[config.mk]
export PLATFORM = sky130hd
export DESIGN_NAME = wtx_ctrl
export DESIGN_NICKNAME = d
export VERILOG_FILES = /design/src/rtl/wtx_pkg.sv /design/src/rtl/wtx_ctrl.sv
export SDC_FILE = /design/constraint.sdc
export NUM_CORES = 1
export LEC_CHECK = 0
export ABC_AREA = 1
export BUFFER_PORTS_ARGS = -buffer_cell sky130_fd_sc_hd__buf_2
export CORE_AREA = 2 2 39 41
export CTS_CLUSTER_SIZE = 30
export DETAILED_ROUTE_END_ITERATION = 8
export DIE_AREA = 0 0 41 43
export SYNTH_ARGS = -nofsm -noshare
export SYNTH_HDL_FRONTEND = slang
export SYNTH_SLANG_ARGS = --single-unit
[constraint.sdc]
create_clock -name clk -period 1.16 [get_ports clk]
set_input_delay 0.116 -clock clk [delete_from_list [all_inputs] [get_ports clk]]
set_output_delay 0.116 -clock clk [all_outputs]
set_load 0.1 [all_outputs]
[src/rtl/wtx_pkg.sv]
// Shared types, opcodes and error codes for the width-tagged integer execution unit.
// No dependencies.
package wtx_pkg;

  localparam int NUM_REGS  = 64;
  localparam int DATA_BITS = 32;
  localparam int IDX_W     = 6;
  localparam int WID_W     = 6;

  localparam logic [7:0] OP_NOP  = 8'h00;
  localparam logic [7:0] OP_LIMM = 8'h02;
  localparam logic [7:0] OP_CND  = 8'h04;
  localparam logic [7:0] OP_OR   = 8'h10;
  localparam logic [7:0] OP_XOR  = 8'h11;
  localparam logic [7:0] OP_AND  = 8'h12;
  localparam logic [7:0] OP_SBX  = 8'h13;
  localparam logic [7:0] OP_ADD  = 8'h14;
  localparam logic [7:0] OP_SUB  = 8'h15;
  localparam logic [7:0] OP_MUL  = 8'h16;
  localparam logic [7:0] OP_SHL  = 8'h18;
  localparam logic [7:0] OP_SAR  = 8'h19;
  localparam logic [7:0] OP_DIV  = 8'h1a;
  localparam logic [7:0] OP_MOD  = 8'h1b;
  localparam logic [7:0] OP_CEQ  = 8'h20;
  localparam logic [7:0] OP_CNE  = 8'h21;
  localparam logic [7:0] OP_CLT  = 8'h22;
  localparam logic [7:0] OP_CGE  = 8'h23;
  localparam logic [7:0] OP_CLE  = 8'h24;
  localparam logic [7:0] OP_CGT  = 8'h25;
  localparam logic [7:0] OP_CTZ  = 8'h26;
  localparam logic [7:0] OP_CTNZ = 8'h27;

  localparam logic [IDX_W-1:0] SHIFT_REG = 6'h3f;

  localparam logic [2:0] ERR_OK    = 3'd0;
  localparam logic [2:0] ERR_BITS  = 3'd1;
  localparam logic [2:0] ERR_SHIFT = 3'd2;
  localparam logic [2:0] ERR_DIV0  = 3'd3;
  localparam logic [2:0] ERR_RANGE = 3'd4;

  // Controller to datapath.
  typedef struct packed {
    logic clear;      // write zero at clr_idx
    logic latch_in;   // capture request fields
    logic rd_ops;     // read operands
    logic exec;       // evaluate and start divide
    logic div_step;   // one restoring divide step
    logic finish;     // commit and form result
  } wtx_cmd_t;

  typedef struct packed {
    logic clr_last;
    logic is_div;
    logic div_last;
  } wtx_sts_t;

endpackage

[src/rtl/wtx_ctrl.sv]
// Controller state machine of the execution unit: clearing pass, operand read,
// divide iteration and result hand-off. Depends on wtx_pkg.
module wtx_ctrl (
  input  logic              clk,
  input  logic              rst_n,
  input  logic              in_valid,
  output logic              in_stall,
  output logic              out_valid,
  input  logic              out_stall,
  output wtx_pkg::wtx_cmd_t cmd,
  input  wtx_pkg::wtx_sts_t sts
);

  typedef enum logic [5:0] {
    S_CLR  = 6'b000001,
    S_IDLE = 6'b000010,
    S_RD   = 6'b000100,
    S_EXE  = 6'b001000,
    S_DIV  = 6'b010000,
    S_FIN  = 6'b100000
  } state_t;

  state_t state_r, state_nxt;
  logic   ov_r, ov_nxt;

  always_comb begin
    state_nxt = state_r;
    ov_nxt    = ov_r;
    cmd       = '0;
    if (out_valid && !out_stall) ov_nxt = 1'b0;
    case (state_r)
      S_CLR: begin
        cmd.clear = 1'b1;
        if (sts.clr_last) state_nxt = S_IDLE;
      end
      S_IDLE: begin
        if (in_valid) begin cmd.latch_in = 1'b1; state_nxt = S_RD; end
      end
      S_RD: begin cmd.rd_ops = 1'b1; state_nxt = S_EXE; end
      S_EXE: begin
        cmd.exec = 1'b1;
        state_nxt = S_FIN;
        if (sts.is_div) state_nxt = S_DIV;
      end
      S_DIV: begin
        cmd.div_step = 1'b1;
        if (sts.div_last) state_nxt = S_FIN;
      end
      S_FIN: begin
        if (!ov_nxt) begin
          cmd.finish = 1'b1; ov_nxt = 1'b1; state_nxt = S_IDLE;
        end
      end
      default: state_nxt = S_CLR;
    endcase
  end

  assign in_stall  = (state_r != S_IDLE);
  assign out_valid = ov_r;

  always_ff @(posedge clk) begin
    if (!rst_n) begin
      state_r <= S_CLR;
      ov_r    <= 1'b0;
    end else begin
      state_r <= state_nxt;
      ov_r    <= ov_nxt;
    end
  end

  a_onehot: assert property (@(posedge clk) disable iff (!rst_n) $onehot(state_r))
    else $error("state not one-hot");
  a_no_accept_clr: assert property (@(posedge clk) disable iff (!rst_n)
    (state_r == S_CLR) |-> in_stall) else $error("accept during clear");
  a_fin_out: assert property (@(posedge clk) disable iff (!rst_n)
    cmd.finish |=> out_valid) else $error("finish without result");
  a_div_only: assert property (@(posedge clk) disable iff (!rst_n)
    cmd.div_step |-> sts.is_div) else $error("divide step on non-divide");

endmodule

## Word level (Yosys, flattened, before mapping)

Cells that the tools add are included.

- Register bits after elaboration: 7
- Input port bits: 7

- Equal/unequal tests: 11
- Multiplexer cells: 16
- Reduce and logical (&&, ||, !) cells: 3

Operator list:

| kind | count |
|---|---|
| $pmux W6 S6 | 1 |
| $mux W6 | 5 |
| $mux W1 | 10 |
| $ne A2 B2 Y1 const B | 4 |
| $eq A6 B1 Y1 const B | 1 |
| $eq A6 B2 Y1 const B | 1 |
| $eq A6 B3 Y1 const B | 1 |
| $eq A6 B4 Y1 const B | 1 |
| $eq A6 B5 Y1 const B | 1 |
| $eq A6 B6 Y1 const B | 1 |
| $ne A6 B2 Y1 const B | 1 |
| $reduce_and A4 Y1 | 1 |
| $logic_and A1 B1 Y1 | 1 |
| $logic_not A1 Y1 | 1 |

## Longest topological paths before layout

Gate-level depths: netlist (run 1).

- Depth in word-level cells: 5
- Gate-level depth with buffers: 7
- Mapped depth without buffers: 7

## Worst setup path after synthesis (run 1)

Ideal clock, no wire load.

- Path kind: register -> output
- From: reg state_r[1]
- To: out cmd[4] in the netlist's numbering
- Data arrival time: 2.963 ns
- Data required time: 1.044 ns
- Path slack: -1.919 ns
- Cell stages (with the launch flop): 5
- Cells stage by stage: dfxtp_1 inv_1 nor2_1 nand3_1 nor2_1

RTL lines:

| what | RTL line | source |
|---|---|---|
| start: declaration | wtx_ctrl.sv:23 | `state_t state_r, state_nxt;` |
| start signal: assignment | wtx_ctrl.sv:66 | `state_r <= state_nxt;` |
| end: declaration | wtx_ctrl.sv:10 | `output wtx_pkg::wtx_cmd_t cmd,` |

==> summary.md, run 1 <==
| Metric | Value |
|---|---|
| Status | `complete, but fails checks` |
| Failing checks | `negative setup slack` |
| Clock latency on the worst-skew pair | `around 0.25 ns` |
| Syn_nets | `between 60 and 70` |
| CTS Sinks | `7` |
| DRC Markers | `0` |
| Post-route cell area | `between 800 and 900 um2` |
| RSZ-0062 raised after global routing | `true` |
| Core Rows | `14` |
| TritonCTS clock tree | `built` |
| Total wire length | `1140 um` |
| Met2 wire length | `613 um` |
| WP data required | `between 1 and 1.5 ns` |
| I/O Buffers | `14` |
| Clock Tree Root | `clkbuf_4` |
| Yosys cell types | `11` |
| Syn Area/Cell | `6.590 um2` |
| Grt total ovfl | `0` |
| Wl on met1 | `433 um` |
| Mapped Area | `395.4 um2` |
| Seq/Total Area, Yosys | `0.3544` |
| Largest cells by area after synthesis | `dfxtp_1 35%, inv_1 14%, nand4_1 9.5%, nand3_1 8.9%, nor2_4 8.5%` |
| Critical path origin | `state_r[1]` |
| Tightest Pin Transition | `about 0.20 ns` |
| CP Class | `reg -> out` |
| First-pass GRT wire length | `around 1700 um` |
| Pre-CTS setup slack | `-0.02330 ns` |
| Syn Inst Count | `60` |
| DIE AREA | `0.001763 mm2` |
| Core Region | `~0.0014 mm2` |
| Layout Nets | `between 90 and 100` |
| Reg2reg start | `state_r[2]` |
| Die W | `a little over 40 um` |
| Die H | `approximately 43 um` |
| Post-cts hold buffer count | `0` |
| RD Place Congestion | `about 0.76` |
| Top Layer Used | `met4` |
| Routed WL per cell | `11.29 um` |
| Vias in the first global route | `405` |
| Crit path launch type | `flip-flop` |
| Fmax | `696.6 MHz` |
| IO Count | `15` |
| Inserted Diodes | `0` |
| Antenna Nets Post-Route | `0` |
| Synth Warn # | `0` |
| Critical path capture point type | `output port` |
| Fin crit period | `approximately 1.4 ns` |
| Crit path max fanout | `5` |
| Hold Crit Start | `rst_n` |
| Initial core utilization | `0.2857` |
| Hpwl dp | `roughly 790 um` |
| Static leakage | `about 0.00035 uW` |
| Power Density | `1222 mW/mm2` |
| Layout cells sized above 1 | `0.6471` |
| Global-route usage over all layers | `0.1377` |
| CTS Buffer Depth | `2` |
| Final setup violation count | `11` |
| Final hold viol count | `0` |
| HP Class | `in -> reg` |
| Metal3 WL | `between 70 and 80 um` |
| Share of the synthesized area in the top cell type | `0.3544` |
| Biggest area consumer among synthesized cells | `dfxtp_1` |
| Max Slew Vio Count | `0` |
| Relative slew slack | `0.8634` |
| Initial antenna violation count | `0` |
| Total CTS buffers | `3` |
| Share of the clock period used by the worst path after layout | `1.237` |
| # H-tree levels | `1` |
| DRT Pass-1 Iters | `4` |
| Vias | `483` |
| #FFs+latches synth | `7` |
| Initial DRC Count | `7` |
| Vias per inst | `between 4 and 5` |
| Arr. time, crit path | `about 1.3 ns` |
| Clock transition at the registers of the reported paths | `~0.060 ns` |
| Max_cap viols | `0` |
| IR Drop Worst-Case VDD | `approximately 570 uV` |
| Post-DP Area | `about 670 um2` |
| Clock Skews | `0.007814 ns` |
| Setup ws final | `-0.2755 ns` |
| Largest net degree at the start of global routing | `9` |
| Area grow syn2layout | `112.0%` |
==> worst paths after layout <==
path | slack, ns | to | cells after the start
worst max-delay path | -0.28 | cmd[3] | 4
worst min-delay path | 0.10 | state_r[3] | 3
worst max register to register | -0.11 | state_r[5] | 8
worst min register to register | 0.52 | out_valid | 2
==> Yosys cell counts <==
cell type,count
nor2_2,1
nand4_1,6
nor2_4,3
nand2_1,7
dfxtp_1,7
nor3_1,1
o21ai_1,1
inv_1,15
nor2_1,8
a21oi_1,4
nand3_1,7
==> timing repair <==
item                                    in CTS  in global routing
pin swaps                                    4                  5
endpoints found under the hold margin        0                  0
setup buffers                                3                  4
endpoints found under the setup margin       8                 12
gates resized for setup                      2                 15
==> sequential cells by signal, summed over array words and instances, names as in the netlist <==
register   cells
state_r        6
out_valid      1
==> final cells by class <==
type	count	area (um2)
Fill cell	108	545.5
Multi-Input combinational cell	38	287.8
Timing Repair Buffer	21	279.0
Sequential cell	7	153.9
Inverter	15	71.32
Clock buffer	4	26.28
Tap cell	16	20.02
==> stage by stage <==
step           utilization  power, uW  TNS (ns)  instances  hold WS (ns)
3_3_place_gp        0.4855      695.8         0         90        0.3443
4_1_cts             0.5344      943.5    -1.654         97        0.1090
5_1_grt             0.6058       1081    -2.739        101        0.1019
3_5_place_dp        0.4855      702.5  -0.03507         90        0.3628
2_1_floorplan            -      574.1    -1.262         60        0.2005
6_report            0.6058       1024    -2.002        101        0.1044
==> power by group <==
| part | internal (uW) | total, uW | leakage, uW | switching [uW] |
|---|---|---|---|---|
| Clock | 132 | 226 | 0.0000150 | 94.5 |
| Sequential | 263 | 291 | 0.0000601 | 28.2 |
| Combinational | 197 | 507 | 0.000278 | 310 |
| Total | 591 | 1020 | 0.000353 | 433 |
==> worst max-delay path, cell delays in order, from the launching register on <==
cell        delay (ns)
dfxtp_4           0.36
nor2_4            0.19
nand4_1           0.20
clkinvlp_4        0.15
buf_12            0.17
==> metal layers <==
layer,track usage,vias up
li1,-,242
met1,0.1613,219
met2,0.2219,18
met3,0.03665,4
met4,0.06000,0
met5,0,-
==> layout by cell type (no fill, tap or decap), drive strengths merged <==
master     n
buf       21
nor2      12
inv       11
nand2      7
dfxtp      7
nand3      7
nand4      6
clkinvlp   4
a21oi      4
clkbuf     4
o21ai      1
nor3       1
==> cell families (layout without fill, tap and decap cells) <==
| kind of cell | after synthesis | after routing | synth area share |
|---|---|---|---|
| AO/OA/AOI/OAI | 5 | 5 | 0.06328 |
| AND/OR/NAND/NOR | 33 | 33 | 0.4399 |
| buffers and inverters | 15 | 40 | 0.1424 |
| flip-flops | 7 | 7 | 0.3544 |
(Power assumes the default switching activity.)
==> run 2: changes to the inputs <==
Settings changed: CAP_MARGIN set to 30, PLACE_DENSITY set to 0.5.
==> summary.md, run 2 (synthesis results as in run 1) <==
| Metric | Value |
|---|---|
| TritonCTS clock tree | `built (unchanged)` |
| Status | `complete, but fails checks (unchanged)` |
| Clock Tree Root | `clkbuf_4 (unchanged)` |
| Final hold viol count | `0 (unchanged)` |
| Relative slew slack | `0.8370 (was 0.8634)` |
| Total CTS buffers | `3 (unchanged)` |
| Fin crit period | `1.426 ns (was 1.435 ns)` |
| Fin util | `0.6293 (was 0.6058)` |
| Largest net degree at the start of global routing | `7 (was 9)` |
| Crit path launch type | `flip-flop (unchanged)` |
| Initial core utilization | `0.2857 (unchanged)` |
| Vias per inst | `4.689 (was 4.782)` |
| Die H | `43 um (unchanged)` |
| Clock latency on the worst-skew pair | `0.25 ns (about the same)` |
| RSZ-0062 raised after global routing | `true (unchanged)` |
| IR Drop Worst-Case VDD | `513.8 uV (was 569.6 uV)` |
| DRT Pass-1 Iters | `4 (unchanged)` |
| Hpwl dp | `812.5 um (was 790.4 um)` |
| Most flops, register | `state_r (unchanged)` |
| HP Class | `in -> reg (unchanged)` |
| I/O Buffers | `14 (unchanged)` |
| # H-tree levels | `1 (unchanged)` |
| DIE AREA | `0.001763 mm2 (unchanged)` |
| Clock transition at the registers of the reported paths | `0.06 ns (about the same)` |
| Power Density | `1160 mW/mm2 (was 1222 mW/mm2)` |
| Failing checks | `negative setup slack (unchanged)` |
| Reg2reg start | `state_r[3] (was state_r[2])` |
| Die W | `41 um (unchanged)` |
| Core Rows | `14 (unchanged)` |
| CTS Buffer Depth | `2 (unchanged)` |
| RD Place Congestion | `0.8415 (was 0.7637)` |
| Vias | `497 (was 483)` |
| Grt total ovfl | `0 (unchanged)` |
| First-pass GRT wire length | `1959 um (was 1656 um)` |
| Pre-CTS setup slack | `-0.006666 ns (was -0.02330 ns)` |
| R2r worst-path depth | `8 (unchanged)` |
| DRC Markers | `0 (unchanged)` |
| Hold Path Stages | `2 (was 3)` |
| Arr. time, crit path | `1.31 ns (was 1.32 ns)` |
| FF-to-FF End | `state_r[5] (unchanged)` |
| Core Region | `0.001384 mm2 (unchanged)` |
| Global-route usage over all layers | `0.1648 (was 0.1377)` |
| Initial DRC Count | `12 (was 7)` |
| WP data required | `1.04 ns (about the same)` |
| Hold Crit Start | `rst_n (unchanged)` |
| Setup ws final | `-0.2664 ns (was -0.2755 ns)` |
| CTS Sinks | `7 (unchanged)` |
| Layout cells sized above 1 | `0.6444 (was 0.6471)` |
| IO Count | `15 (unchanged)` |
| Share of the clock period used by the worst path after layout | `1.230 (was 1.237)` |
| Inserted Diodes | `0 (unchanged)` |
| Post-cts hold buffer count | `0 (unchanged)` |
| Layout Nets | `98 (was 93)` |
| Vias in the first global route | `500 (was 405)` |
| Largest register FFs | `6 (unchanged)` |
| Tightest Pin Transition | `0.2439 ns (was 0.2044 ns)` |
| Commonest non-fill, non-tap cells in the layout | `9 x inv_1, 9 x buf_12, 8 x nor2_4, 8 x buf_4 (was 10 x buf_12, 8 x inv_1, 7 x nor2_4)` |
| Static leakage | `0.0003772 uW (was 0.0003532 uW)` |
| Area grow syn2layout | `120.3% (was 112.0%)` |
| Crit path max fanout | `6 (was 5)` |
| Routed WL per cell | `11.62 um (was 11.29 um)` |
| Post-DP Area | `679.4 um2 (was 671.9 um2)` |
| Clock Skews | `0.005513 ns (was 0.007814 ns)` |
| Initial antenna violation count | `0 (unchanged)` |
| Max Slew Vio Count | `0 (unchanged)` |
| Antenna Nets Post-Route | `0 (unchanged)` |
| Fmax | `701.1 MHz (was 696.6 MHz)` |
| CP Class | `reg -> out (unchanged)` |
| Critical path capture point type | `output port (unchanged)` |
| Max_cap viols | `0 (unchanged)` |
| Post-route cell area | `870.8 um2 (was 838.3 um2)` |
| Worst hold endpoint | `state_r[0] (was state_r[3])` |
| Worst R2R Setup Slack | `-0.20 ns (was -0.11 ns)` |
| Final setup violation count | `11 (unchanged)` |
| Total wire length | `1232 um (was 1140 um)` |
## run 2: what timing repair did
| action | CTS | global route |
|---|---|---|
| pin swaps | 8 | 4 |
| gates cloned | 0 | 0 |
| resized for setup | 10 | 6 |
| buffers inserted | 8 | 3 |
| setup endpoints to repair | 9 | 13 |
## run 2: layout make-up
cell class / instances / area (um2)
Multi-Input combinational cell: 38 / 297.8
Clock buffer: 4 / 26.28
Timing Repair Buffer: 26 / 304.0
Tap cell: 16 / 20.02
Inverter: 15 / 71.32
Fill cell: 115 / 513.0
Sequential cell: 7 / 151.4
## run 2: per-stage QoR
stage	TNS (ns)	std cells	hold slack, ns	power, uW
2_1_floorplan	-1.262	60	0.2005	574.1
3_3_place_gp	-0.006723	91	0.3464	698.9
3_5_place_dp	-0.01163	91	0.3488	703.1
4_1_cts	-1.955	103	0.06678	990.4
5_1_grt	-3.126	106	0.08348	1078
6_report	-2.239	106	0.07500	1010
## run 2: power breakdown
group	internal (uW)	total [uW]	switching [uW]	leakage [uW]
combinational	185	489	304	0.000302
clock	132	231	99.6	0.0000150
sequential	261	289	28.3	0.0000598
total	578	1010	432	0.000377
## run 2: worst max-delay path by stage
stage / slack [ns] / cells past startpoint / startpoint / endpoint
5_1_grt: -0.37 / 4 / state_r[1] / cmd[3]
4_1_cts: -0.29 / 4 / state_r[1] / cmd[3]
6_report: -0.27 / 4 / state_r[3] / cmd[1]
3_3_place_gp: -0.004 / 4 / state_r[5] / cmd[3]
3_5_place_dp: -0.007 / 4 / state_r[3] / cmd[0]
2_1_floorplan: -0.40 / 3 / state_r[3] / cmd[4]
## run 2: critical path: stages, from the launching register on
cell and delay [ns]:
dfxtp_2 0.33, nor2_4 0.23, nand3_1 0.18, clkinvlp_4 0.13, buf_12 0.17
## run 2: routing by layer
layer,up-vias,GRT usage,wire length (um)
met4,0,0.1000,27
li1,256,-,-
met5,-,0,0
met3,2,0.03665,40
met1,230,0.1968,515
met2,9,0.2531,649
